--- src/crcpc_pkg.sv ---
// ----------------------------------------------------------------------------
// crcpc_pkg - shared types and constants of the CRC polynomial checker
// Register codes, reset values, the per-cell record and the CRC step function.
// ----------------------------------------------------------------------------
`default_nettype none

package crcpc_pkg;

  localparam int unsigned MAX_STEPS_DEF   = 64;
  localparam int unsigned CHECK_STEPS_DEF = 8;

  localparam int unsigned WORD_W  = 32;
  localparam int unsigned MASK_W  = 64;
  localparam int unsigned DIST_W  = 7;
  localparam int unsigned CNT_W   = 8;   // forward plus reverse matches, at most 128
  localparam int unsigned HITS_W  = 9;
  localparam int unsigned INDEX_W = 3;

  // register indexes
  localparam logic [INDEX_W-1:0] REG_FIRST_START   = 3'd0;
  localparam logic [INDEX_W-1:0] REG_FIRST_TARGET  = 3'd1;
  localparam logic [INDEX_W-1:0] REG_SECOND_START  = 3'd2;
  localparam logic [INDEX_W-1:0] REG_SECOND_TARGET = 3'd3;
  localparam logic [INDEX_W-1:0] REG_DIST_LIMIT    = 3'd4;

  localparam logic [WORD_W-1:0] TOP_BIT             = 32'h8000_0000;
  localparam logic [WORD_W-1:0] RST_FIRST_START     = 32'h03B1_590E;
  localparam logic [WORD_W-1:0] RST_FIRST_TARGET    = 32'h399C_BDF3;
  localparam logic [WORD_W-1:0] SECOND_START_DELTA  = 32'h7339_7BE6;
  localparam logic [WORD_W-1:0] RST_SECOND_START    = RST_FIRST_TARGET ^ SECOND_START_DELTA;
  localparam logic [WORD_W-1:0] RST_SECOND_TARGET   = 32'hB5E0_5E20;
  localparam logic [DIST_W-1:0] RST_DIST_LIMIT      = 7'd64;

  typedef struct packed {
    logic [WORD_W-1:0] first_start;
    logic [WORD_W-1:0] first_target;
    logic [WORD_W-1:0] second_start;
    logic [WORD_W-1:0] second_target;
    logic [DIST_W-1:0] lim;          // distance limit already clamped
  } cfg_t;

  // one request as it travels down the chain
  typedef struct packed {
    logic              valid;
    logic [WORD_W-1:0] poly;
    logic [WORD_W-1:0] fwd_v;
    logic [WORD_W-1:0] rev_v;
    logic [WORD_W-1:0] sec_f_v;
    logic [WORD_W-1:0] sec_r_v;
    logic [MASK_W-1:0] fmask;
    logic [MASK_W-1:0] rmask;
    logic [CNT_W-1:0]  cnt;
    logic              sf_ok;
    logic              sr_ok;
  } stage_t;

  function automatic logic [WORD_W-1:0] crc_step(input logic [WORD_W-1:0] v,
                                                 input logic [WORD_W-1:0] p);
    logic [WORD_W-1:0] s;
    s = {v[WORD_W-2:0], 1'b0};
    return ((v & TOP_BIT) != '0) ? (s ^ p) : s;
  endfunction

endpackage

`default_nettype wire

--- src/crcpc_cell.sv ---
// ----------------------------------------------------------------------------
// crcpc_cell - one step of the checker chain
// Advances the four CRC values by one step, records a distance hit for the
// first constraint and, in the cell whose depth equals CHECK_STEPS, latches the second-constraint flags.
// ----------------------------------------------------------------------------
`default_nettype none

module crcpc_cell #(
  parameter int unsigned IDX         = 0,
  parameter int unsigned CHECK_STEPS = crcpc_pkg::CHECK_STEPS_DEF
) (
  input  logic              clk,
  input  logic              rst_n,
  input  logic              en,
  input  crcpc_pkg::cfg_t   cfg,
  input  crcpc_pkg::stage_t stg_i,
  output crcpc_pkg::stage_t stg_o
);
  import crcpc_pkg::*;

  localparam logic [DIST_W-1:0] DIST     = DIST_W'(IDX + 1);
  localparam bit                IS_CHECK = (IDX + 1 == CHECK_STEPS);

  stage_t data_nxt;
  stage_t data_r;
  logic   valid_r;
  logic   fhit;
  logic   rhit;

  always_comb begin
    data_nxt         = stg_i;
    data_nxt.fwd_v   = crc_step(stg_i.fwd_v, stg_i.poly);
    data_nxt.rev_v   = crc_step(stg_i.rev_v, stg_i.poly);
    data_nxt.sec_f_v = crc_step(stg_i.sec_f_v, stg_i.poly);
    data_nxt.sec_r_v = crc_step(stg_i.sec_r_v, stg_i.poly);
    fhit = (DIST <= cfg.lim) && (data_nxt.fwd_v == cfg.first_target);
    rhit = (DIST <= cfg.lim) && (data_nxt.rev_v == cfg.first_start);
    data_nxt.fmask[IDX] = fhit;
    data_nxt.rmask[IDX] = rhit;
    data_nxt.cnt = stg_i.cnt + CNT_W'(fhit) + CNT_W'(rhit);
    if (IS_CHECK) begin
      data_nxt.sf_ok = (data_nxt.sec_f_v == cfg.second_target);
      data_nxt.sr_ok = (data_nxt.sec_r_v == cfg.second_start);
    end
  end

  always_ff @(posedge clk) begin
    if (!rst_n) begin
      valid_r <= 1'b0;
    end else if (en) begin
      valid_r <= stg_i.valid;
    end
  end

  always_ff @(posedge clk) begin
    if (en) begin
      data_r <= data_nxt;
    end
  end

  always_comb begin
    stg_o       = data_r;
    stg_o.valid = valid_r;
  end

endmodule

`default_nettype wire
--- config.mk ---
export PLATFORM = sky130hd
export DESIGN_NAME = crcpc_cell
export DESIGN_NICKNAME = d
export VERILOG_FILES = /design/src/crcpc_pkg.sv /design/src/crcpc_cell.sv
export SDC_FILE = /design/constraint.sdc
export NUM_CORES = 1
export LEC_CHECK = 0
export ABC_AREA = 0
export BUFFER_PORTS_ARGS = -buffer_cell sky130_fd_sc_hd__buf_2
export CAP_MARGIN = 20
export CORE_AREA = 2 2 289 291
export DETAILED_ROUTE_END_ITERATION = 8
export DIE_AREA = 0 0 291 293
export PLACE_DENSITY = 0.43
export SLEW_MARGIN = 20
export SYNTH_ARGS = -nofsm -noshare
export SYNTH_HDL_FRONTEND = slang
export SYNTH_SLANG_ARGS = --single-unit
--- constraint.sdc ---
create_clock -name clk -period 4.59 [get_ports clk]
set_input_delay 0.6885 -clock clk [delete_from_list [all_inputs] [get_ports clk]]
set_output_delay 0.6885 -clock clk [all_outputs]
set_load 0.01 [all_outputs]
# [Yosys cells after proc, flatten, opt, wreduce, memory -nomap -nowiden]
# Index checks and enable logic that the tools add are counted.
[op_classes] multipliers=0 n_reduce_logical=2 shifts=0 n_eq_ne=2 div_mod_pow=0 magnitude_cmp=1 bitwise_logic=4 addsub=2 muxes=4
[op_table] operator="2-to-1 mux 32 bit" count=4
[op_table] operator="XOR 32 bit" count=4
[op_table] operator="equality test 32 bit" count=2
[op_table] operator="adder 8 x 1 -> 8 bit" count=2
[op_table] operator="less-or-equal comparator 1 x 7 -> 1 bit, first input constant" count=1
[op_table] operator="logical AND 1 bit" count=2
[word_totals] latchBits=0 romBits=0 ramBits=0 ff_bits=299 input_bits=437 n_memories=0

# [Longest topological paths before layout]
# Gate-level depths: netlist (run 1).
[logic_depth] ltp_word=6 depth_mapped=15

# [Least setup slack after synthesis (run 1)]
# No wires, ideal clock.
[synth_timing] path_kind="input -> register" start="in stg_i[265] (netlist name)" end="reg data_r, in the netlist stg_o[8] (data pin)" t_required_ps=4332 stages=14 path_slack_ps=1119 setup_time_ps=258 arrival_ps=3213 path_buffers=3 cell_sequence="buf_6 -> buf_8 -> buf_6 -> nand4_1 -> nand4_1 -> a2111oi_2 -> nand4_1 -> or4_1 -> fa_1 -> inv_1 -> ha_1 -> and3_1 -> nand3_1 -> xnor2_1"
[synth_lines] element="from (decl)" line="crcpc_cell.sv:16" rtl="input crcpc_pkg::stage_t stg_i,"
[synth_lines] element="to (signal assigned)" line="crcpc_cell.sv:57" rtl="data_r <= data_nxt;"
[synth_lines] element="to (decl)" line="crcpc_cell.sv:25" rtl="stage_t data_r;"

==> results summary, run 1 <==
The final design instance area without fill came out at around 18,000 um^2. The aggregate global routing overflow is 0. Setup repair after global routing left no endpoint under its margin.

The synthesized-area fraction occupied by xor and xnor cells is 13.6%. The clock insertion delay at the later pin of the skew report came out at 0.54 ns. The path with the worst hold slack has its endpoint at stg_o[35]$_DFFE_PP_. The buffers inserted during post-CTS setup optimization is 0. The placed wire-length estimate after detailed placement came out at about 48,000 um. The average detailed-routed wire length per instance is between 20 and 25 um. In this design, the stage delay of the slowest critical-path cell is between 0.5 and 0.6 ns. The total area inside the core boundary comes to approximately 82,000 um^2. The worst register-to-register path ends at valid_r$_SDFFE_PN0P_.

The post-synthesis share of cell area spent on full adders, half adders and majority gates is less than 1%. Cells fill about 23% of the core in the end. The power per unit of standard cell area came out at 403 nW/um^2. The number of port buffers is roughly 670. The mean number of vias per cell came out at ~3.6.

The synthesis-to-finish area growth came out at 49.3%. After filler insertion, the fill cell instance count of the layout stands at 8,811. Together, buffers and inverters on the worst path number 4. The number of cells on the worst hold path came out at 1. The via count of the first global-routing pass is 10,200. At the pin with the least slew margin, the transition time is 1.05 ns. The longest clock path from root to sink contains 3 buffers. Wires add up to between 50,000 and 60,000 um.

The worst clock skew came out at 0 ns. The number of clock buffers added by TritonCTS is 38. The minimum clock period came out at between 3 and 4 ns. The synthesized netlist net count is about 1,200. The layout cell share with drive strength beyond 1 is 49.4%. The CTS sink count is 299.

In the finished design, the share of the clock period the worst path needs comes to 84.8%. The worst setup path is captured at a flop. The remaining design rule violation count is 0. The die boundary width is around 290 um.

The placed instance count came out at ~2,600. At the end of the flow, the number of nets in the layout was ~2,000. The share of the synthesized area in compound gates (AO/OA/AOI/OAI) came out at between 3 and 4%. The number of hold violations in the final report came out at 0.

The mean cell area of the mapped netlist came out at between 15 and 20 um^2. The data arrival time at the worst-slack endpoint came out at approximately 4.2 ns. The I/O pin count came out at between 700 and 800. The kind of launch point of the worst setup path is an input pin. The number of non-filler instances in the completed layout is about 2,600. The first TritonRoute pass finished after 4 iterations. The run finished with clean final reports.

The synthesized netlist contains between 50 and 60 unique library cells. The weighted congestion at the end of routability-driven global placement is 0.812. The final hold slack came out at about 0.30 ns. The initial standard-cell utilization of the core is between 15 and 20%. The count of cells along the worst register-to-register path came out at 2. The setup slack after placement is -0.0117 ns. In this run the remaining antenna-violating nets after routing total 0. In this run the critical register-to-register path is launched from valid_r$_SDFFE_PN0P_. The cell family with the largest share of critical-path delay is simple AND/OR/NAND/NOR gates. For the final routed database, the setup TNS stands at 0 ns.

The number of flip-flops and latches in the synthesized netlist is around 300. The via count of the routed design is 9,551. The worst hold path belongs to the class in -> reg. The synthesized instance count came out at between 700 and 800. The peak fanout along the critical path is 12.

Across every metal layer, demand over resource in global routing totals 13.4%. Of all flip-flops after synthesis, the portion carrying an async set or reset was 0%. After detailed placement, the total cell area comes to roughly 17,000 um^2.

The number of flops mapped to enable cells by yosys came out at approximately 300. The number of violations reported at the end of detailed-routing iteration 0 is 357. The maximum clock frequency is 0.257 GHz. The number of instances resized during post-cts repair is 0.

The critical path is of the in -> reg type. After layout, the worst setup slack is 0.699 ns. TritonCTS built the clock tree. In this run the clock root is driven by a clkbuf_16. The leakage dissipation is between 7 and 8 nW.

The worst-case IR drop observed on VDD is around 0.0003 V. The setup slack of the worst register-to-register path is 4.00 ns. Multiplexer cells account for less than 1% of the synthesized area. The clock tree synthesis step divided the H-tree into 2 levels. The fraction of the mapped netlist area in simple logic gates came out at 8.42%. By area, the combinational part of the netlist is dominated by XOR/XNOR gates.

After clock tree synthesis, the clock-pin slew on the worst setup and hold paths is ~0.06 ns. The first-pass GRT wire length came out at between 70,000 and 80,000 um. The number of rows created at floorplan is between 100 and 150. The pin count of the biggest net entering global routing came out at 95.

The floorplan die height is between 200 and 300 um. The cell with the largest stage delay on the worst path is or4_1. The final number of max-transition violations is 0. In this run the most critical hold path is launched from stg_i[35].

The total number of yosys warnings is 0. The floorplan step defined a die boundary enclosing about 85,000 um^2. Among all flip-flop cells after synthesis, the most frequent one is edfxtp_1.

The design draws roughly 7.4 mW. Walking the worst path, the cells encountered are buf_2 > buf_12 > nand2_1 > xnor2_1 > xor2_1 > nor3_1 > buf_4 > nand4_1 > or4_1 > fa_1 > inv_1 > ha_1 > and3_1 > nand3_1 > xnor2_1. The final-report setup violation count came out at 0. The hold buffer count at cts came out at 0. The max-cap violation count came out at 0. The data required time at the worst endpoint came out at ~5 ns. In this run the cell area of the synthesized design comes to around 12,000 um^2. The normalized max-slew margin is between 20% and 30%.

The most critical setup path has its startpoint at stg_i[265]. The sequential-to-total area share from yosys stat is between 70 and 80%. The cell that appears most often on the critical path is xnor2_1. The initial antenna violation count came out at 29.
## cells in the mapped netlist, types with 4 or more instances
library cell	count	area (um^2)
edfxtp_1	298	8950
xnor2_1	149	1310
nand2_1	137	514
xor2_1	30	263
inv_1	12	45.0
nand4_1	12	75.1
nor2_1	12	45.0
nor2b_1	12	75.1
nand3b_1	9	67.6
a21oi_1	8	40.0
clkbuf_1	8	30.0
nand2b_1	8	50.1
nand3_1	8	40.0
nor3_1	6	30.0
nor4_1	6	37.5
o21ai_0	5	25.0
a32oi_1	4	35.0
and2_1	4	25.0
buf_6	4	45.0
o22ai_1	4	25.0
xor3_1	4	95.1
## per-layer routing
metal  up-vias  GRT usage [%]  share of wire [%]
li1       4365              -                  -
met1      4562           15.2                 37
met2       504           22.9                 48
met3        94           5.40                 11
met4        26           4.57                3.3
met5         -              0               0.28
## report_power, final
group	switching (mW)	internal, mW
clock	1.27	1.69
sequential	0.0618	3.29
combinational	0.670	0.448
## cell type report
class / count / area [um^2] / area share (%)
Sequential cell: 299 / 8970 / 48.6
Timing Repair Buffer: 700 / 3650 / 19.8
Multi-Input combinational cell: 470 / 3220 / 17.5
Tap cell: 1070 / 1340 / 7.26
Clock buffer: 46 / 1000 / 5.44
Clock inverter: 23 / 200 / 1.09
Inverter: 12 / 45.0 / 0.244
Antenna cell: 4 / 10.0 / 0.0543
## kinds of logic after synthesis
family | after synthesis
flip-flops | 299
multiplexers | 4
XOR/XNOR | 184
AO/OA/AOI/OAI | 55
AND/OR/NAND/NOR | 225
buffers and inverters | 29
adder cells (fa/ha/maj) | 2
## registers in the layout, summed over array words and instances, names as in the netlist
signal	cells
valid_r	1
stg_o	298
## worst max-delay path by stage
stage / to / depth (start not counted)
floorplan: stg_o[8]$_DFFE_PP_ / 14
global placement: stg_o[8]$_DFFE_PP_ / 15
detailed placement: stg_o[8]$_DFFE_PP_ / 14
CTS: stg_o[8]$_DFFE_PP_ / 14
global route: stg_o[8]$_DFFE_PP_ / 14
finish: stg_o[8]$_DFFE_PP_ / 15
## placed cells by master (no fill, tap or decap), types with 5 or more instances in the layout
master	count
buf_12	5
a21oi_1	8
nand3b_1	9
nor2_1	12
clkinv_1	6
nor2b_1	12
edfxtp_1	298
inv_1	12
nor3_1	6
xor2_1	30
clkinv_2	6
o21ai_0	5
nand4_1	12
clkbuf_1	7
nand2_1	137
clkbuf_16	39
nor4_1	6
buf_4	26
nand3_1	8
xnor2_1	149
buf_2	668
nand2b_1	8
## worst register-to-register path, delay by kind of cell (launching register included)
kind / cells / cell delay, ns
simple gates: 1 / 0.06
mux: 1 / 0.12
flops: 1 / 0.30
(Power assumes the default switching activity.)
==> inputs of run 2 (changes only) <==
--- a/config.mk
+++ b/config.mk
@@ -8,10 +8,10 @@
 export ABC_AREA = 0
 export BUFFER_PORTS_ARGS = -buffer_cell sky130_fd_sc_hd__buf_2
 export CAP_MARGIN = 20
-export CORE_AREA = 2 2 289 291
+export CORE_AREA = 2 2 285 287
 export DETAILED_ROUTE_END_ITERATION = 8
-export DIE_AREA = 0 0 291 293
-export PLACE_DENSITY = 0.43
+export DIE_AREA = 0 0 287 289
+export PLACE_DENSITY = 0.45
 export SLEW_MARGIN = 20
 export SYNTH_ARGS = -nofsm -noshare
 export SYNTH_HDL_FRONTEND = slang
==> constraint.sdc (replaced) <==
create_clock -name clk -period 3.5 [get_ports clk]
set_input_delay 0.525 -clock clk [delete_from_list [all_inputs] [get_ports clk]]
set_output_delay 0.525 -clock clk [all_outputs]
set_load 0.01 [all_outputs]
==> run 2 against run 1 <==
  * Power grew 32%
  * Register-to-register slack lost 1.1 ns
  * Sequential share of layout area fell by 2.9 points
  * Critical path depth fell by 1
  * Largest power group unchanged
  * Wire length fell by 0.13%
  * Global-route usage up 0.055 points
  * Combinational power up 44%
  * Count of clock-buffer cells in the layout did not move
  * Non-clock buffer count up 138
  * Sequential power increased by 32%
  * Flip-flop and latch count stayed put
  * Highest routed layer unchanged
==> results summary, run 2 (same netlist as run 1, synthesis figures left out) <==
The final-report setup violation count came out at 0 (unchanged). The total wire length came to 59,400 um (about the same). The via count of the routed design is 10,000 (was 9,551). The number of rows created at floorplan came to 104 (was 105). The global routing usage summed across all routing layers came out at 13.5% (was 13.4%). The root buffer selected by CTS is clkbuf_16 (unchanged). The pin count of the biggest net entering global routing came to 91 (was 95). The initial antenna violation count is 24 (was 29). The weighted congestion at the end of routability-driven global placement is 0.810 (was 0.812). Most used cells in the layout excluding fill and tap cells: buf_2, edfxtp_1, buf_4, xnor2_1, nand2_1 (was buf_2, edfxtp_1, xnor2_1, nand2_1, clkbuf_16). The number of port buffers is 669 (unchanged). The data required time at the worst endpoint came out at 3.79 ns (was 4.89 ns). The layout cell share with drive strength beyond 1 came to 54.1% (was 49.4%). The worst clock skew is 0 ns (unchanged). The placed instance count is 2,677 (was 2,551). The initial standard-cell utilization of the core came out at 15.5% (was 15.1%).

The number of cells on the worst hold path is 1 (unchanged). The buffer levels on the longest clock path came out at 3 (unchanged). The number of detailed-routing iterations run before antenna repair is 6 (was 4). The layer carrying the most global-route usage is met2 (unchanged). The commonest non-fill, non-tap cell in the layout was buf_2 (unchanged). The hold buffer count at cts came out at 0 (unchanged). The met3 track demand over resource came out at 4.78% (was 5.40%).

The number of hold violations in the final report came out at 0 (unchanged). The count of nets after finishing is 2,097 (was 1,960). The final number of max-transition violations came to 0 (unchanged). The count of cells along the worst register-to-register path came out at 2 (unchanged).

The number of clock buffers inserted by TritonCTS came out at 37 (was 38). The flip-flop count of the largest register after layout came out at 298 (unchanged). The floorplan core area is 79,900 um^2 (was 81,800 um^2). The floorplan die height came to 289 um (was 293 um). The element type at the critical path end is a flop (unchanged). The number of filler instances in the final layout is 8,563 (was 8,811).

The met2 global-route usage is 23.6% (was 22.9%). The leakage dissipation is 8.21 nW (was 7.52 nW). The final setup slack of the worst path came out at 0.124 ns (was 0.699 ns). The maximum cell stage delay along the critical path is 0.49 ns (was 0.54 ns).

The clock input transition at the sequential cells of the worst setup and hold paths is 0.06 ns (about the same). After layout, the minimum clock period comes to roughly 3.4 ns. The placed wire-length estimate after detailed placement is 48,900 um (was 48,300 um). The aggregate global routing overflow is 0 (unchanged). The H-tree depth reported by CTS is 2 (unchanged). The number of violations reported at the end of detailed-routing iteration 0 is 351 (was 357). The fraction of the core area covered by cells at the end of the flow was 24.5% (was 22.5%).

The summed negative setup slack over all endpoints came out at 0 ns (unchanged). The die boundary width is 287 um (was 291 um). The via count of the first global-routing pass is 10,700 (was 10,200). The worst vdd rail ir drop is 0.000244 V (was 0.000303 V). The number of non-filler instances in the completed layout came out at 2,750 (was 2,624). The peak fanout along the critical path came to 12 (unchanged). Run status: complete, no violations (unchanged). The kind of launch point of the worst setup path is an input pin (unchanged). The synthesis-to-finish area growth came to 58.7% (was 49.3%). The final hold slack is 0.155 ns (was 0.302 ns). Of the available clock period, the critical path in the final layout requires a little over nine tenths. The normalized max-slew margin came out at 33.4% (was 29.9%). The max-cap violation count came out at 0 (unchanged).

The most frequent cell on the critical path is buf_4 (was xnor2_1). List of cells traversed by the critical path: buf_2 > buf_4 > nand2_1 > a2111o_1 > nor4_2 > buf_4 > nand4_1 > or4_4 > fa_2 > inv_1 > ha_1 > and3_1 > nand3_1 > xnor2_1 (was buf_2 > buf_12 > nand2_1 > xnor2_1 > xor2_1 > nor3_1 > buf_4 > nand4_1 > or4_1 > fa_1 > inv_1 > ha_1 > and3_1 > nand3_1 > xnor2_1). The I/O pin count came to 736 (unchanged). The remaining design rule violation count came to 0 (unchanged). The transition time at the pin with the least slew margin came to 0.990 ns (was 1.05 ns). The setup slack after placement came out at -0.874 ns (was -0.0117 ns). The clock insertion delay at the later pin of the skew report is 0.54 ns (about the same). The cell with the largest stage delay on the worst path is or4_4 (was or4_1). The critical path start-end classification was in -> reg (unchanged). The CTS sink count came to 299 (unchanged).

The CTS tree was built (unchanged). The class of the tightest hold or removal check was in -> reg (unchanged). The die area is 82,900 um^2 (was 85,300 um^2).

The mean number of vias per cell came to 3.64 (about the same). The data arrival time at the worst-slack endpoint is 3.67 ns (was 4.19 ns). The average detailed-routed wire length per instance came out at 21.6 um (was 22.6 um). The count of nets left with antenna violations after detail routing came to 0 (unchanged). The setup slack of the worst register-to-register path came out at 2.92 ns (was 4.00 ns). Unrepaired setup endpoints after global routing: no (unchanged). The first-pass GRT wire length is 78,400 um (was 79,800 um). The maximum clock frequency came out at between 0.2 and 0.3 GHz. The power per unit of standard cell area came out at 501 nW/um^2 (was 403 nW/um^2). The met1 usage in global routing came out at 15.3% (was 15.2%).
==> run 2: cell count changes in the layout (fill, tap and decap cells not counted), moves of 2 or more <==
cell,delta
buf_12,+7
buf_4,+130
bufinv_16,+2
clkbuf_1,+2
clkinv_1,-3
or4_1,-2
or4_4,+2
xnor2_1,-2
xnor2_2,+2
==> run 2: path summary, 6_finish.rpt <==
kind / start / end
hold reg to reg: valid_r$_SDFFE_PN0P_ / valid_r$_SDFFE_PN0P_
setup reg to reg: valid_r$_SDFFE_PN0P_ / valid_r$_SDFFE_PN0P_
hold / removal: stg_i[135] / stg_o[135]$_DFFE_PP_
setup / recovery: stg_i[233] / stg_o[8]$_DFFE_PP_
==> run 2: worst max-delay path: cells and delay by family <==
kind                       cells  cell delay [ns]
buffers and inverters          4             0.59
and+or+nand+nor                6             1.41
xor gates and xnor gates       1             0.13
AOI/OAI and AO/OA              1             0.42
adders and majority gates      2             0.58
==> run 2: metal layers <==
| metal | share of wire [%] | vias to the layer above |
|---|---|---|
| met5 | 0.31 | - |
| met1 | 38 | 4803 |
| li1 | - | 4632 |
| met3 | 8.8 | 83 |
| met2 | 50 | 467 |
| met4 | 2.8 | 26 |
==> run 2: cell type report <==
cell class | count | area, um^2 | area share (%)
Inverter | 12 | 45.0 | 0.230
Tap cell | 1060 | 1330 | 6.77
Timing Repair Buffer | 838 | 4800 | 24.5
Antenna cell | 5 | 12.5 | 0.0638
Sequential cell | 299 | 8970 | 45.8
Clock buffer | 46 | 960 | 4.90
Clock inverter | 20 | 219 | 1.12
Multi-Input combinational cell | 470 | 3260 | 16.6
==> run 2: power breakdown <==
group	switching, mW	internal, mW	leakage (nW)	total, mW
sequential	0.0897	4.32	2.92	4.41
clock	1.55	2.25	0.569	3.81
combinational	0.903	0.710	4.72	1.61
==> run 2: what timing repair did <==
item,4_1_cts,5_1_grt
pin swaps,1,1
cloned,0,1
endpoints found under the hold margin,0,0
buffers inserted,1,0
resized for setup,6,8
setup endpoints to repair,5,4
==> run 2: through the flow <==
stage / cell area (um^2) / power [mW]
final: 19600 / 9.83
after global routing: 19600 / 10.3
after CTS: 19500 / 10.0
after detailed placement: 18300 / 6.12
after global placement: 18300 / 6.12
after floorplan: 12400 / 5.01
